File: src/hdl/fcbp_pkg.sv
// fcbp_pkg: shared constants, command type and helpers for the fcb parser
// no dependencies; used by every module of the block

package fcbp_pkg;

  localparam int MAX_NAME_CHARS_DEF = 15;
  localparam int QUEUE_DEPTH_DEF    = 4;

  localparam int BLOCK_BYTES = 12;
  localparam logic [3:0] EXT_START = 4'd9;
  localparam logic [3:0] BLOCK_END = 4'd12;
  localparam logic [3:0] LAST_IDX  = 4'd11;
  localparam logic [3:0] NAME_START = 4'd1;

  localparam logic [7:0] CHAR_NUL   = 8'h00;
  localparam logic [7:0] CHAR_A     = 8'h41;
  localparam logic [7:0] CHAR_P     = 8'h50;
  localparam logic [7:0] CHAR_LA    = 8'h61;
  localparam logic [7:0] CHAR_LZ    = 8'h7a;
  localparam logic [7:0] CHAR_QMARK = 8'h3f;
  localparam logic [7:0] CHAR_STAR  = 8'h2a;
  localparam logic [7:0] CHAR_DOT   = 8'h2e;
  localparam logic [7:0] CHAR_COLON = 8'h3a;
  localparam logic [7:0] CHAR_SPACE = 8'h20;
  localparam logic [7:0] CASE_DIFF  = 8'd32;

  typedef enum logic [2:0] {
    CMD_DRIVE     = 3'd0,
    CMD_TAKE      = 3'd1,
    CMD_TAKE2     = 3'd2,
    CMD_EMIT      = 3'd3,
    CMD_TAKE_EMIT = 3'd4
  } cmd_op_t;

  typedef struct packed {
    cmd_op_t    op;
    logic [7:0] a;
    logic [7:0] b;
  } cmd_t;

  function automatic logic [7:0] fold_case(input logic [7:0] c);
    logic [7:0] r;
    r = c;
    if (c inside {[CHAR_LA:CHAR_LZ]}) r = c - CASE_DIFF;
    return r;
  endfunction

endpackage

File: src/hdl/fcbp_front.sv
// fcbp_front: accepts name characters, tracks drive prefix and char count
// depends on fcbp_pkg; pushes one command per classified item

module fcbp_front #(
  parameter int MAX_NAME_CHARS = fcbp_pkg::MAX_NAME_CHARS_DEF
) (
  input  logic               clk,
  input  logic               rst,
  input  logic               accept,
  input  logic [7:0]         name_char,
  output logic               push,
  output fcbp_pkg::cmd_t     cmd
);

  localparam int CW = $clog2(MAX_NAME_CHARS + 1);
  localparam logic [CW-1:0] MAX_C = CW'(MAX_NAME_CHARS);

  logic [CW-1:0] count, count_next;
  logic [7:0]    held;
  logic [7:0]    drv_char;
  logic          has_cmd;

  always_comb begin
    drv_char = fcbp_pkg::fold_case(held);
    has_cmd = 1'b0;
    count_next = count;
    cmd.op = fcbp_pkg::CMD_TAKE;
    cmd.a = name_char;
    cmd.b = name_char;
    if (name_char != fcbp_pkg::CHAR_NUL) begin
      if (count < MAX_C) begin
        count_next = count + CW'(1);
        if (count == CW'(1)) begin
          has_cmd = 1'b1;
          if (name_char == fcbp_pkg::CHAR_COLON) begin
            cmd.op = fcbp_pkg::CMD_DRIVE;
            if (drv_char inside {[fcbp_pkg::CHAR_A:fcbp_pkg::CHAR_P]}) begin
              cmd.a = drv_char - fcbp_pkg::CHAR_A + 8'd1;
            end else begin
              cmd.a = 8'd0;
            end
          end else begin
            cmd.op = fcbp_pkg::CMD_TAKE2;
            cmd.a = held;
          end
        end else if (count != CW'(0)) begin
          has_cmd = 1'b1;
        end
      end
    end else begin
      count_next = '0;
      has_cmd = 1'b1;
      cmd.a = held;
      cmd.op = (count == CW'(1)) ? fcbp_pkg::CMD_TAKE_EMIT : fcbp_pkg::CMD_EMIT;
    end
  end

  assign push = accept && has_cmd;

  always_ff @(posedge clk) begin
    if (rst) begin
      count <= '0;
      held <= '0;
    end else if (accept) begin
      count <= count_next;
      if (name_char != fcbp_pkg::CHAR_NUL && count == CW'(0)) held <= name_char;
    end
  end

endmodule

File: src/hdl/fcbp_queue.sv
// fcbp_queue: small register fifo of commands between front and back
// depends on fcbp_pkg for the command type

module fcbp_queue #(
  parameter int DEPTH = fcbp_pkg::QUEUE_DEPTH_DEF
) (
  input  logic           clk,
  input  logic           rst,
  input  logic           push,
  input  fcbp_pkg::cmd_t push_cmd,
  input  logic           pop,
  output logic           full,
  output logic           nonempty,
  output fcbp_pkg::cmd_t head
);

  localparam int PW = (DEPTH > 1) ? $clog2(DEPTH) : 1;
  localparam int NW = $clog2(DEPTH + 1);
  localparam logic [PW-1:0] LAST_P = PW'(DEPTH - 1);

  fcbp_pkg::cmd_t slots [DEPTH];
  logic [PW-1:0] wr_ptr, rd_ptr;
  logic [NW-1:0] fill;

  assign full = (fill == NW'(DEPTH));
  assign nonempty = (fill != '0);
  assign head = slots[rd_ptr];

  always_ff @(posedge clk) begin
    if (push) slots[wr_ptr] <= push_cmd;
  end

  always_ff @(posedge clk) begin
    if (rst) begin
      wr_ptr <= '0;
      rd_ptr <= '0;
      fill <= '0;
    end else begin
      if (push) wr_ptr <= (wr_ptr == LAST_P) ? '0 : wr_ptr + PW'(1);
      if (pop) rd_ptr <= (rd_ptr == LAST_P) ? '0 : rd_ptr + PW'(1);
      if (push && !pop) fill <= fill + NW'(1);
      else if (pop && !push) fill <= fill - NW'(1);
    end
  end

endmodule

File: src/hdl/fcbp_back.sv
// fcbp_back: executes commands on the 12-byte block and streams it out
// depends on fcbp_pkg; fed by fcbp_queue

module fcbp_back (
  input  logic           clk,
  input  logic           rst,
  input  logic           q_nonempty,
  input  fcbp_pkg::cmd_t q_head,
  output logic           pop,
  output logic           out_valid,
  input  logic           out_ready,
  output logic [3:0]     byte_index,
  output logic [7:0]     byte_value,
  output logic           last_byte
);

  typedef enum logic [3:0] {
    ST_IDLE = 4'b0001,
    ST_CHAR = 4'b0010,
    ST_FILL = 4'b0100,
    ST_EMIT = 4'b1000
  } state_t;

  state_t     state;
  logic [7:0] block [fcbp_pkg::BLOCK_BYTES];
  logic [7:0] cur, nb;
  logic       pend_b, pend_emit;
  logic [3:0] wp, idx, limit;
  logic       in_ext;
  logic [7:0] fc;
  logic       load;

  assign limit = in_ext ? fcbp_pkg::BLOCK_END : fcbp_pkg::EXT_START;
  assign fc = fcbp_pkg::fold_case(cur);
  assign pop = (state == ST_IDLE) && q_nonempty;
  assign load = (state == ST_EMIT) && (!out_valid || out_ready);

  always_ff @(posedge clk) begin
    if (rst) begin
      state <= ST_IDLE;
      wp <= fcbp_pkg::NAME_START;
      in_ext <= 1'b0;
      pend_b <= 1'b0;
      pend_emit <= 1'b0;
      idx <= '0;
      out_valid <= 1'b0;
      block[0] <= 8'd0;
      for (int k = 1; k < fcbp_pkg::BLOCK_BYTES; k++) block[k] <= fcbp_pkg::CHAR_SPACE;
    end else begin
      if (load) out_valid <= 1'b1;
      else if (out_ready) out_valid <= 1'b0;

      case (state)
        ST_IDLE: begin
          if (q_nonempty) begin
            cur <= q_head.a;
            nb <= q_head.b;
            pend_b <= (q_head.op == fcbp_pkg::CMD_TAKE2);
            pend_emit <= (q_head.op == fcbp_pkg::CMD_TAKE_EMIT);
            idx <= '0;
            case (q_head.op)
              fcbp_pkg::CMD_DRIVE: block[0] <= q_head.a;
              fcbp_pkg::CMD_EMIT:  state <= ST_EMIT;
              default:             state <= ST_CHAR;
            endcase
          end
        end
        ST_CHAR: begin
          if (fc == fcbp_pkg::CHAR_STAR) begin
            state <= ST_FILL;
          end else begin
            if (fc == fcbp_pkg::CHAR_DOT) begin
              in_ext <= 1'b1;
              wp <= fcbp_pkg::EXT_START;
            end else if (wp < limit) begin
              block[wp] <= fc;
              wp <= wp + 4'd1;
            end
            // second char of a pair, then the block, then back to idle
            if (pend_b) begin
              cur <= nb;
              pend_b <= 1'b0;
            end else if (pend_emit) begin
              state <= ST_EMIT;
            end else begin
              state <= ST_IDLE;
            end
          end
        end
        ST_FILL: begin
          if (wp < limit) begin
            block[wp] <= fcbp_pkg::CHAR_QMARK;
            wp <= wp + 4'd1;
          end else if (pend_b) begin
            cur <= nb;
            pend_b <= 1'b0;
            state <= ST_CHAR;
          end else if (pend_emit) begin
            state <= ST_EMIT;
          end else begin
            state <= ST_IDLE;
          end
        end
        ST_EMIT: begin
          if (load) begin
            byte_index <= idx;
            byte_value <= block[idx];
            last_byte <= (idx == fcbp_pkg::LAST_IDX);
            block[idx] <= (idx == 4'd0) ? 8'd0 : fcbp_pkg::CHAR_SPACE;
            if (idx == fcbp_pkg::LAST_IDX) begin
              wp <= fcbp_pkg::NAME_START;
              in_ext <= 1'b0;
              state <= ST_IDLE;
            end else begin
              idx <= idx + 4'd1;
            end
          end
        end
        default: state <= ST_IDLE;
      endcase
    end
  end

endmodule

File: src/hdl/filename_to_fcb_parser_unit.sv
// filename_to_fcb_parser_unit: top level of the file name to fcb parser
// depends on fcbp_pkg, fcbp_front, fcbp_queue, fcbp_back

// channel   direction  handshake              payload
// input     in         in_valid / in_ready    name_char[7:0]
// output    out        out_valid / out_ready  byte_index[3:0] byte_value[7:0] last_byte
//
// the front takes one item per cycle while the queue has room; the back pops a plain
// character and then stores it, stores both characters of a pair, takes a drive prefix
// with the pop alone, and on a star writes up to eight '?' and then leaves the fill
// a terminator sends twelve output beats, one per cycle while out_ready is high
// reset is synchronous and restores the block directly: no clearing pass
// in_ready drops only while the command queue is full; output stalls hold the back

module filename_to_fcb_parser_unit #(
  parameter int MAX_NAME_CHARS = fcbp_pkg::MAX_NAME_CHARS_DEF,
  parameter int QUEUE_DEPTH    = fcbp_pkg::QUEUE_DEPTH_DEF
) (
  input  logic       clk,
  input  logic       rst,
  input  logic       in_valid,
  output logic       in_ready,
  input  logic [7:0] name_char,
  output logic       out_valid,
  input  logic       out_ready,
  output logic [3:0] byte_index,
  output logic [7:0] byte_value,
  output logic       last_byte
);

  logic           q_full, q_nonempty, q_push, q_pop;
  fcbp_pkg::cmd_t push_cmd, head_cmd;

  // front side is free whenever the queue has room
  assign in_ready = !q_full;

  fcbp_front #(.MAX_NAME_CHARS(MAX_NAME_CHARS)) u_front (
    .clk       (clk),
    .rst       (rst),
    .accept    (in_valid && in_ready),
    .name_char (name_char),
    .push      (q_push),
    .cmd       (push_cmd)
  );

  fcbp_queue #(.DEPTH(QUEUE_DEPTH)) u_queue (
    .clk      (clk),
    .rst      (rst),
    .push     (q_push),
    .push_cmd (push_cmd),
    .pop      (q_pop),
    .full     (q_full),
    .nonempty (q_nonempty),
    .head     (head_cmd)
  );

  fcbp_back u_back (
    .clk        (clk),
    .rst        (rst),
    .q_nonempty (q_nonempty),
    .q_head     (head_cmd),
    .pop        (q_pop),
    .out_valid  (out_valid),
    .out_ready  (out_ready),
    .byte_index (byte_index),
    .byte_value (byte_value),
    .last_byte  (last_byte)
  );

  // the last byte of a block is always position eleven
  a_last_pos: assert property (@(posedge clk) disable iff (rst)
    out_valid && last_byte |-> byte_index == fcbp_pkg::LAST_IDX)
    else $error("last_byte on wrong position");

  // block bytes leave in order without gaps
  a_in_order: assert property (@(posedge clk) disable iff (rst)
    out_valid && out_ready && !last_byte |=>
      out_valid && byte_index == $past(byte_index) + 4'd1)
    else $error("block byte order broken");

  // nothing is pushed into a full queue
  a_no_overflow: assert property (@(posedge clk) disable iff (rst)
    q_push |-> !q_full)
    else $error("command queue overflow");

  // a valid output never shows a position beyond the block
  a_pos_range: assert property (@(posedge clk) disable iff (rst)
    out_valid |-> byte_index <= fcbp_pkg::LAST_IDX)
    else $error("byte_index out of range");

endmodule
File: config.mk
export PLATFORM = sky130hd
export DESIGN_NAME = filename_to_fcb_parser_unit
export DESIGN_NICKNAME = d
export VERILOG_FILES = /design/src/hdl/fcbp_pkg.sv /design/src/hdl/fcbp_front.sv /design/src/hdl/fcbp_queue.sv /design/src/hdl/fcbp_back.sv /design/src/hdl/filename_to_fcb_parser_unit.sv
export SDC_FILE = /design/constraint.sdc
export NUM_CORES = 1
export LEC_CHECK = 0
export ABC_AREA = 1
export BUFFER_PORTS_ARGS = -buffer_cell sky130_fd_sc_hd__buf_4
export CAP_MARGIN = 30
export CORE_ASPECT_RATIO = 1.5
export CORE_MARGIN = 5
export CORE_UTILIZATION = 50
export DETAILED_ROUTE_END_ITERATION = 10
export PLACE_DENSITY = 0.77
export SYNTH_ARGS = -nofsm -noshare
export SYNTH_HDL_FRONTEND = slang
export SYNTH_SLANG_ARGS = --single-unit
File: constraint.sdc
create_clock -name clk -period 2.69 [get_ports clk]
set_input_delay 0.269 -clock clk [delete_from_list [all_inputs] [get_ports clk]]
set_output_delay 0.269 -clock clk [all_outputs]
set_load 0.01 [all_outputs]
==> results of run 1 <==
==> metrics by stage <==
step           power, W  utilization, %  hold WS [ps]  setup WS (ps)  setup TNS [ps]
6_report         0.0128            59.9          18.2            104               0
5_1_grt          0.0134            59.9          1.05           -115           -5500
4_1_cts          0.0127            59.0         0.291           11.9               0
3_5_place_dp    0.00872            54.8           488           2.72               0
3_3_place_gp    0.00861            54.8           477           97.6               0
2_1_floorplan   0.00738               -           368          -88.0           -2110
==> cells in the final DEF, fill, tap and decap left out, types with 5 or more instances in the layout <==
cell	instances
a211oi_1	5
buf_4	83
nand2_2	10
bufinv_16	7
edfxtp_1	233
nor2_1	233
nor2_8	6
inv_2	8
dlygate4sd3_1	5
nor2_2	7
ha_1	16
o22ai_1	28
a22oi_1	5
buf_12	15
o221ai_1	14
nand3_1	53
nor3_1	11
o21ai_0	118
a32o_1	8
dfxtp_1	35
a21oi_1	46
clkbuf_16	26
nand2_4	18
inv_1	84
nand2_1	117
==> worst reg2reg max path: stages, from the launching register on <==
cell and delay (ps):
edfxtp_1 420, inv_1 80, ha_1 220, inv_1 50
nand4_1 120, nand2_2 130, nor2_4 50, nand3_2 80
nand2_4 80, o21ai_4 220, nand2_1 130, nand2_4 160
inv_2 110, nor2_8 200, nand2_4 70, nand2_2 160
==> cell families after synthesis <==
family,share of synthesized area (%)
flops,63.1
simple gates,18.2
compound gates,12.0
fa+ha+maj,1.80
xor+xnor,0.214
buf+inv,4.62
==> worst paths after layout <==
path / from / to / slack [ps] / depth (start not counted)
setup / recovery: u_back.cur[5] / u_back.block[10][3] / 100 / 15
hold / removal: name_char[5] / u_queue.slots[2][5] / 20 / 1
setup reg to reg: u_back.cur[5] / u_back.block[10][3] / 100 / 15
hold reg to reg: u_queue.fill[0] / u_queue.fill[0] / 480 / 1
==> where the power goes <==
part           internal, W  switching (W)  total [W]
sequential         0.00516       0.000214    0.00537
clock              0.00254        0.00148    0.00401
combinational      0.00119        0.00219    0.00338
==> sequential cells by signal, indices dropped and copies added (netlist names), named ones only <==
register and count:
u_back.out_valid 1, u_back.cur 8, u_queue.rd_ptr 2, u_back.byte_index 4, u_queue.wr_ptr 2, u_back.in_ext 1
u_back.pend_b 1, u_back.last_byte 1, u_queue.slots 76, u_back.block 128, u_front.count 4, u_front.held 8
u_back.wp 4, u_back.pend_emit 1, u_queue.fill 3, u_back.nb 8, u_back.state 4, u_back.idx 4
u_back.byte_value 8
==> repair_timing <==
action | 4_1_cts | 5_1_grt
setup endpoints to repair | 11 | 213
pin swaps | 0 | 6
hold buffers | 5 | 0
buffers inserted | 0 | 9
gates resized for setup | 2 | 32
hold endpoints to repair | 20 | 0
==> cell type report <==
cell class / count / area [sq um] / area share, %
Clock inverter: 13 / 249 / 1.71
Sequential cell: 270 / 7740 / 53.2
Clock buffer: 31 / 709 / 4.88
Multi-Input combinational cell: 747 / 4070 / 28.0
Timing Repair Buffer: 105 / 996 / 6.85
Tap cell: 324 / 405 / 2.79
Inverter: 96 / 362 / 2.49
==> per-layer routing <==
metal  global-route usage [%]  vias up
met4                     8.76        0
met5                        0        -
met2                     39.5      315
met3                     2.63       83
li1                         -     4230
met1                     21.5     4162
==> flow_summary_export.csv, run 1 <==
group,metric,value,unit
run_status,status,"complete, no violations",
drt,via_per_inst,5.54,
drt,wl_met3,1300,um
place,hpwl,19500,um
floorplanning,die_y,202,um
drt,wl_met2,15900,um
place,numPortBuffers,26,
worst_setup_path,cp.buffers_inverters,3,
drt,avgRoutedWirePerCell,17.8,um
floorplanning,io_pins,27,
clock_network,cts-root-buf,"clkbuf_16",
worst_setup_path,required,2900,ps
worst_setup_path,path_cells,"inv_1 > ha_1 > inv_1 > nand4_1 > nand2_2 > nor2_4 > nand3_2 > nand2_4 > o21ai_4 > nand2_1 > nand2_4 > inv_2 > nor2_8 > nand2_4 > nand2_2",
logic_synthesis,syn_inst,1164,
logic_synthesis,synth_top_cells_by_count,"nor2_1, edfxtp_1, nand2_1, o21ai_0, inv_1",
worst_setup_path,cp_top_family,"simple AND/OR/NAND/NOR gates",
drt,final_antenna_net_count,0,
hold_path,min_path_type,"primary input to flop",
final_layout,n_antenna_cell,0,
drt,wl_met1,9640,um
grt,grt_pass1_wl,44700,um
floorplanning,die_w,138,um
final_layout,syn_to_final_growth,18.6,%
logic_synthesis,synth_edf_count,233,
grt,grt_max_degree,57,
worst_setup_path,worst_path_most_repeated_cell,"nand2_4",
timing,finalCritPeriodShare,96.1,%
drt,drc_errors,0,
final_layout,final.fill_count,1896,
worst_setup_path,critPathMaxStageDelay,420,ps
logic_synthesis,ys_seq_area_share,63.1,%
drt,dr.first_iter.drc_count,610,
logic_synthesis,synth-main-ff-cell,"edfxtp_1",
grt,gr-total-overflow,0,
timing,fmax,387,MHz
clock_network,cts_tree,"built",
timing,tightest_slew,693,ps
final_layout,nNetsFinal,1273,
logic_synthesis,syn_avg_cell_area,10.5,sq um
pwr,pwr_density_cell,878,mW/mm^2
floorplanning,core_area,0.0243,sq mm
flow_run,drv_cap,0,
clock_network,numCtsBuffers,24,
timing,post-route-min-period,2590,ps
logic_synthesis,yosysMostFrequentCell,"nor2_1",
drt,first_pass_iters,5,
final_layout,fin_cells,1586,
drt,maxUsedRoutingLayer,"met4",
pwr,leakage,5.52,nW
worst_setup_path,worstPathArrival,2800,ps
logic_synthesis,syn_area,0.0123,sq mm
pwr,irDropWorstVdd,0.000669,V
worst_setup_path,cp-end-kind,"flop",
clock_network,clkSinkCount,270,
timing,relSlewSlack,53.7,%
logic_synthesis,synth_top_area_share,57.1,%
clock_network,clk_pin_slew,70,ps
drt,wl,28200,um
clock_network,clk_latency,520,ps
floorplanning,die_area,0.0278,sq mm
logic_synthesis,synthArstFlopShare,0,%
grt,grt_usage,20.5,%
place,placed_cell_area,0.0133,sq mm
logic_synthesis,yosysWarningCount,0,
final_layout,drive_gt1_share,17.4,%
logic_synthesis,ys_types,51,
grt,antenna_found_initial,0,
timing,hold_violations,0,
floorplanning,rows,70,
place,placedCellCount,1528,
logic_synthesis,synth_area_leader_cell,"edfxtp_1",
worst_setup_path,cp_max_fo,8,
timing,maxSlewViolCount,0,
clock_network,h-tree-depth,1,
worst_setup_path,critical_path_class,"flop to flop",
worst_setup_path,start_kind,"flop",
grt,grt_pass1_vias,8896,
worst_setup_path,cp_slowest_cell,"edfxtp_1",
final_layout,stdcell_area,0.0145,sq mm
drt,dr_total_vias,8790,
clock_network,clk_path_buf_depth,3,
logic_synthesis,synth-seq-cells,270,
timing,skew,11.6,ps
place,gp_congestion,0.931,
timing,setup_viol,0,
logic_synthesis,yosys-top-cells-area,"edfxtp_1, nor2_1, dfxtp_1",
floorplanning,start_util,50.5,%
logic_synthesis,synth_nets,1193,
Power figures use the tool's default switching activity.
==> run 2, diff against run 1 <==
- CORE_UTILIZATION: 50 -> 35
- PLACE_DENSITY: 0.77 -> 0.6
==> flow_summary_export.csv, run 2 (synthesized netlist as in run 1, its figures left out) <==
group,metric,value,unit
clock_network,clkSinkCount,270,
worst_setup_path,rrSetupSlack,30,ps
drt,avgRoutedWirePerCell,16.4,um
place,gp_congestion,0.836,
grt,antenna_found_initial,0,
final_layout,syn_to_final_growth,20.3,%
timing,rsz0062_at_grt,"true",
pwr,irDropWorstVdd,0.000508,V
place,placed_cell_area,0.0137,sq mm
final_layout,mostFrequentLayoutCell,"edfxtp_1",
clock_network,numCtsBuffers,26,
place,numPortBuffers,26,
drt,maxUsedRoutingLayer,"met4",
drt,wl_met1,10600,um
worst_setup_path,timing.rr.end,"u_back.block[0][1]",
worst_setup_path,cp.buffers_inverters,2,
clock_network,clk_pin_slew,60,ps
grt,grt_pass1_vias,8906,
timing,post-route-min-period,2660,ps
timing,finalCritPeriodShare,98.8,%
pwr,pwr_density_cell,828,mW/mm^2
hold_path,min-delay-start,"out_ready",
pwr,leakage,5.54,nW
timing,tightest_slew,686,ps
final_layout,layout_common_cells,"edfxtp_1, nor2_1, nand2_1, o21ai_0, buf_4",
worst_setup_path,critPathMaxStageDelay,450,ps
worst_setup_path,cp_slowest_cell,"edfxtp_1",
grt,gr-total-overflow,0,
run_status,status,"complete, no violations",
worst_setup_path,cp-end-kind,"flop",
drt,dr.first_iter.drc_count,469,
final_layout,regMostFlops,"u_back.block",
floorplanning,io_pins,27,
timing,hold_violations,0,
drt,first_pass_iters,5,
drt,via_per_inst,4.96,
final_layout,final.fill_count,3376,
floorplanning,die_y,239,um
floorplanning,core_area,0.0349,sq mm
timing,fmax,376,MHz
drt,wl,28700,um
floorplanning,die_w,163,um
worst_setup_path,rr_startpoint,"u_back.cur[0]",
final_layout,stdcell_area,0.0147,sq mm
timing,maxSlewViolCount,0,
timing,fin_setup_tns,0,ps
flow_run,drv_cap,0,
timing,setup_viol,0,
final_layout,largest_reg_flops,128,
hold_path,hold_depth,4,
worst_setup_path,worstPathArrival,2900,ps
clock_network,cts-root-buf,"clkbuf_16",
worst_setup_path,rr_worst_depth,17,
drt,wl_met3,1060,um
hold_path,hold_end,"u_back.out_valid",
worst_setup_path,cp_max_fo,8,
grt,grt_max_degree,66,
final_layout,multi_input_comb_area,0.00408,sq mm
drt,final_antenna_net_count,0,
grt,grt_pass1_wl,46200,um
place,hpwl,20200,um
clock_network,cts_tree,"built",
final_layout,drive_gt1_share,18.3,%
worst_setup_path,path_cells,"nor2_2 > nand2_2 > nand2_2 > nand3_2 > nand2_2 > nand2_2 > nor2_4 > nand3_2 > nand2_4 > nor2_4 > nor2_8 > o21bai_4 > buf_12 > nor2_8 > nand3_4 > nand2_2 > buf_12",
final_layout,n_antenna_cell,0,
final_layout,fin_cells,1749,
hold_path,min_path_type,"primary input to flop",
worst_setup_path,required,2930,ps
worst_setup_path,worst_path_most_repeated_cell,"nand2_2",
floorplanning,die_area,0.0389,sq mm
clock_network,h-tree-depth,1,
drt,wl_met2,15600,um
final_layout,nNetsFinal,1287,
worst_setup_path,start_kind,"flop",
clock_network,clk_latency,530,ps
place,placedCellCount,1692,
clock_network,clk_path_buf_depth,3,
drt,dr_total_vias,8682,
drt,drc_errors,0,
final_layout,largestRegisters,"u_back.block: 128 flops, u_queue.slots: 76 flops",
worst_setup_path,critical_path_class,"flop to flop",
timing,relSlewSlack,54.2,%
final_layout,area.sequential,0.00774,sq mm
timing,skew,10.7,ps
grt,grt_usage,14.8,%
worst_setup_path,cp_top_family,"simple AND/OR/NAND/NOR gates",
floorplanning,rows,84,
floorplanning,start_util,35.1,%
run 2: power by group:
group / internal, W / switching (W)
combinational: 0.00121 / 0.00217
clock: 0.00196 / 0.00149
sequential: 0.00516 / 0.000225
run 2: area by class of cell:
type                       instances  share of cell area, %
sequential                       270                   52.5
multi-input combinational        747                   27.7
timing repair buffer             117                   7.88
clock buffer                      36                   5.15
tap                              473                   4.01
inverter                          96                   2.48
clock inverter                    10                  0.322
run 2: worst max-delay path by stage:
stage / startpoint / to / slack [ps] / cells past startpoint
2_1_floorplan: u_back.cur[2] / u_back.block[12][0] / -90 / 13
3_3_place_gp: u_back.cur[2] / u_back.block[13][3] / 30 / 14
3_5_place_dp: u_back.cur[2] / u_back.block[5][7] / -10 / 13
4_1_cts: u_back.cur[2] / u_back.block[13][3] / 3 / 14
5_1_grt: u_back.cur[0] / u_back.block[0][5] / -130 / 17
6_report: u_back.cur[0] / u_back.block[0][1] / 30 / 17
run 2: what timing repair did:
item | 4_1_cts | 5_1_grt
setup endpoints to repair | 23 | 197
hold buffers | 6 | 0
resized for setup | 3 | 38
buffers inserted | 0 | 5
endpoints found under the hold margin | 21 | 0
pin swaps | 0 | 15
run 2: per-layer routing:
layer / vias up / track usage, %
met5: - / 0
li1: 4255 / -
met4: 0 / 7.20
met1: 4180 / 15.9
met3: 73 / 1.76
met2: 174 / 28.5
run 2: through the flow:
| stage | hold slack, ps | utilization [%] | total power [W] | setup slack, ps |
|---|---|---|---|---|
| after floorplan | 368 | - | 0.00738 | -88.0 |
| after global placement | 470 | 39.2 | 0.00871 | 33.7 |
| after detailed placement | 471 | 39.2 | 0.00877 | -10.6 |
| after CTS | 36.9 | 41.7 | 0.0122 | 3.48 |
| after global routing | 44.4 | 42.3 | 0.0129 | -126 |
| final | 52.0 | 42.3 | 0.0122 | 32.5 |
run 2: tightest hold or removal path: cells and delay by family:
kind	cells	cell delay [ps]
AO/OA/AOI/OAI	1	60
buffers and inverters	2	150
AND/OR/NAND/NOR	1	50
==> run 3, diff against run 2 <==
- CORE_UTILIZATION: 35 -> 57
- PLACE_DENSITY: 0.6 -> 0.85
==> flow_summary_export.csv, run 3 (synthesized netlist as in run 1, its figures left out) <==
group,metric,value,unit
timing,post-route-min-period,2780,ps
drt,avgRoutedWirePerCell,20.2,um
final_layout,mostFrequentLayoutCell,"edfxtp_1",
timing,rsz0062_at_grt,"true",
timing,hold_violations,0,
final_layout,layout_common_cells,"edfxtp_1, nor2_1, o21ai_0",
clock_network,h-tree-depth,1,
hold_path,min-delay-start,"out_ready",
grt,grt_usage,24.7,%
timing,fin_ws,-86.9,ps
drt,drc_errors,0,
drt,via_per_inst,6.06,
floorplanning,die_y,190,um
drt,final_antenna_net_count,0,
clock_network,cts_tree,"built",
grt,grt_pass1_vias,9451,
worst_setup_path,crit_start,"u_back.cur[2]",
worst_setup_path,cp-end-kind,"flop",
floorplanning,die_w,130,um
run_status,violations,"negative setup slack",
final_layout,final.fill_count,1460,
flow_run,drv_cap,0,
worst_setup_path,required,2890,ps
pwr,irDropWorstVdd,0.000637,V
drt,wl,31100,um
worst_setup_path,rr_startpoint,"u_back.cur[2]",
timing,maxSlewViolCount,0,
clock_network,clk_path_buf_depth,3,
clock_network,numCtsBuffers,25,
floorplanning,rows,65,
pwr,pwr_density_cell,862,mW/mm^2
clock_network,clk_latency,530,ps
drt,dr_total_vias,9358,
final_layout,syn_to_final_growth,18.3,%
worst_setup_path,cp_max_fo,8,
floorplanning,die_area,0.0246,sq mm
clock_network,cts-root-buf,"clkbuf_16",
final_layout,n_antenna_cell,0,
place,dpl_worst_slack,-84.2,ps
grt,grt_pass1_wl,47800,um
clock_network,clk_pin_slew,70,ps
final_layout,drive_gt1_share,19.5,%
final_layout,largestRegisters,"u_back.block: 128 flops, u_queue.slots: 76 flops",
hold_path,min_path_type,"primary input to flop",
timing,fmax,360,MHz
floorplanning,core_area,0.0211,sq mm
pwr,leakage,5.54,nW
final_layout,regMostFlops,"u_back.block",
run_status,status,"complete, but fails checks",
place,numPortBuffers,26,
timing,skew,20.5,ps
final_layout,largest_reg_flops,128,
worst_setup_path,critical_path_class,"flop to flop",
place,gp_congestion,0.907,
worst_setup_path,start_kind,"flop",
grt,gr-total-overflow,0,
drt,dr.first_iter.drc_count,970,
floorplanning,io_pins,27,
final_layout,nNetsFinal,1287,
worst_setup_path,worstPathArrival,2980,ps
timing,relSlewSlack,27.7,%
clock_network,clkSinkCount,270,
drt,first_pass_iters,5,
timing,setup_viol,91,
timing,finalCritPeriodShare,103,%
grt,grt_max_degree,36,
place,hpwl,20400,um
grt,antenna_found_initial,0,
timing,tightest_slew,1080,ps
pwr,total_power,0.0125,W
floorplanning,start_util,58.0,%
## run 3: final timing paths
kind / to / slack (ps) / cells past startpoint
setup reg to reg: u_back.block[4][6] / -90 / 17
setup / recovery: u_back.block[4][6] / -90 / 17
hold / removal: u_back.out_valid / 80 / 4
hold reg to reg: u_queue.fill[2] / 500 / 2
## run 3: routing by layer
layer / track usage [%] / share of wire, %
met5: 0 / 0
met4: 13.6 / 7.1
met1: 25.3 / 33
met2: 47.1 / 54
met3: 3.06 / 5.9
## run 3: stage by stage
| step | util [%] | cell area, sq um | setup TNS, ps | hold WS, ps | cells |
|---|---|---|---|---|---|
| floorplan | - | 12300 | -2110 | 368 | 1164 |
| global placement | 62.3 | 13200 | 0 | 480 | 1473 |
| detailed placement | 62.3 | 13200 | -6210 | 494 | 1473 |
| CTS | 66.9 | 14100 | 0 | 3.14 | 1527 |
| global route | 68.5 | 14500 | -21870 | 88.7 | 1543 |
| finish | 68.5 | 14500 | -2050 | 75.3 | 1543 |
## run 3: layout make-up
type / count / area [sq um] / share of cell area, %
Clock buffer: 26 / 639 / 4.41
Tap cell: 268 / 335 / 2.31
Timing Repair Buffer: 118 / 1060 / 7.35
Multi-Input combinational cell: 747 / 4170 / 28.8
Clock inverter: 18 / 178 / 1.23
Inverter: 96 / 365 / 2.52
Sequential cell: 270 / 7740 / 53.4
## run 3: power by group
part / internal (W) / total, W / switching (W)
Combinational: 0.00121 / 0.00353 / 0.00232
Clock: 0.00202 / 0.00355 / 0.00153
Sequential: 0.00516 / 0.00542 / 0.000261
Total: 0.00839 / 0.0125 / 0.00411
## run 3: worst max-delay path: stages (launching register included)
cell      delay (ps)
edfxtp_1         460
nor2_2           190
nand2_2           90
nand2_2          100
nand3_2          100
nand2_2           90
nand2_2           70
nor2_4           140
nand3_2          120
nand2_4          120
nor2_4            60
nor2_8           130
o21bai_4         120
buf_6            140
nor2_1           150
buf_4            170
nand2_4           60
nand2_4          130
## run 3: repair_timing
action	4_1_cts	5_1_grt
pin swaps	7	14
gates resized for setup	16	54
endpoints found under the setup margin	166	230
hold endpoints to repair	28	3
gates cloned	0	0
buffers inserted	3	15
hold buffers	7	1
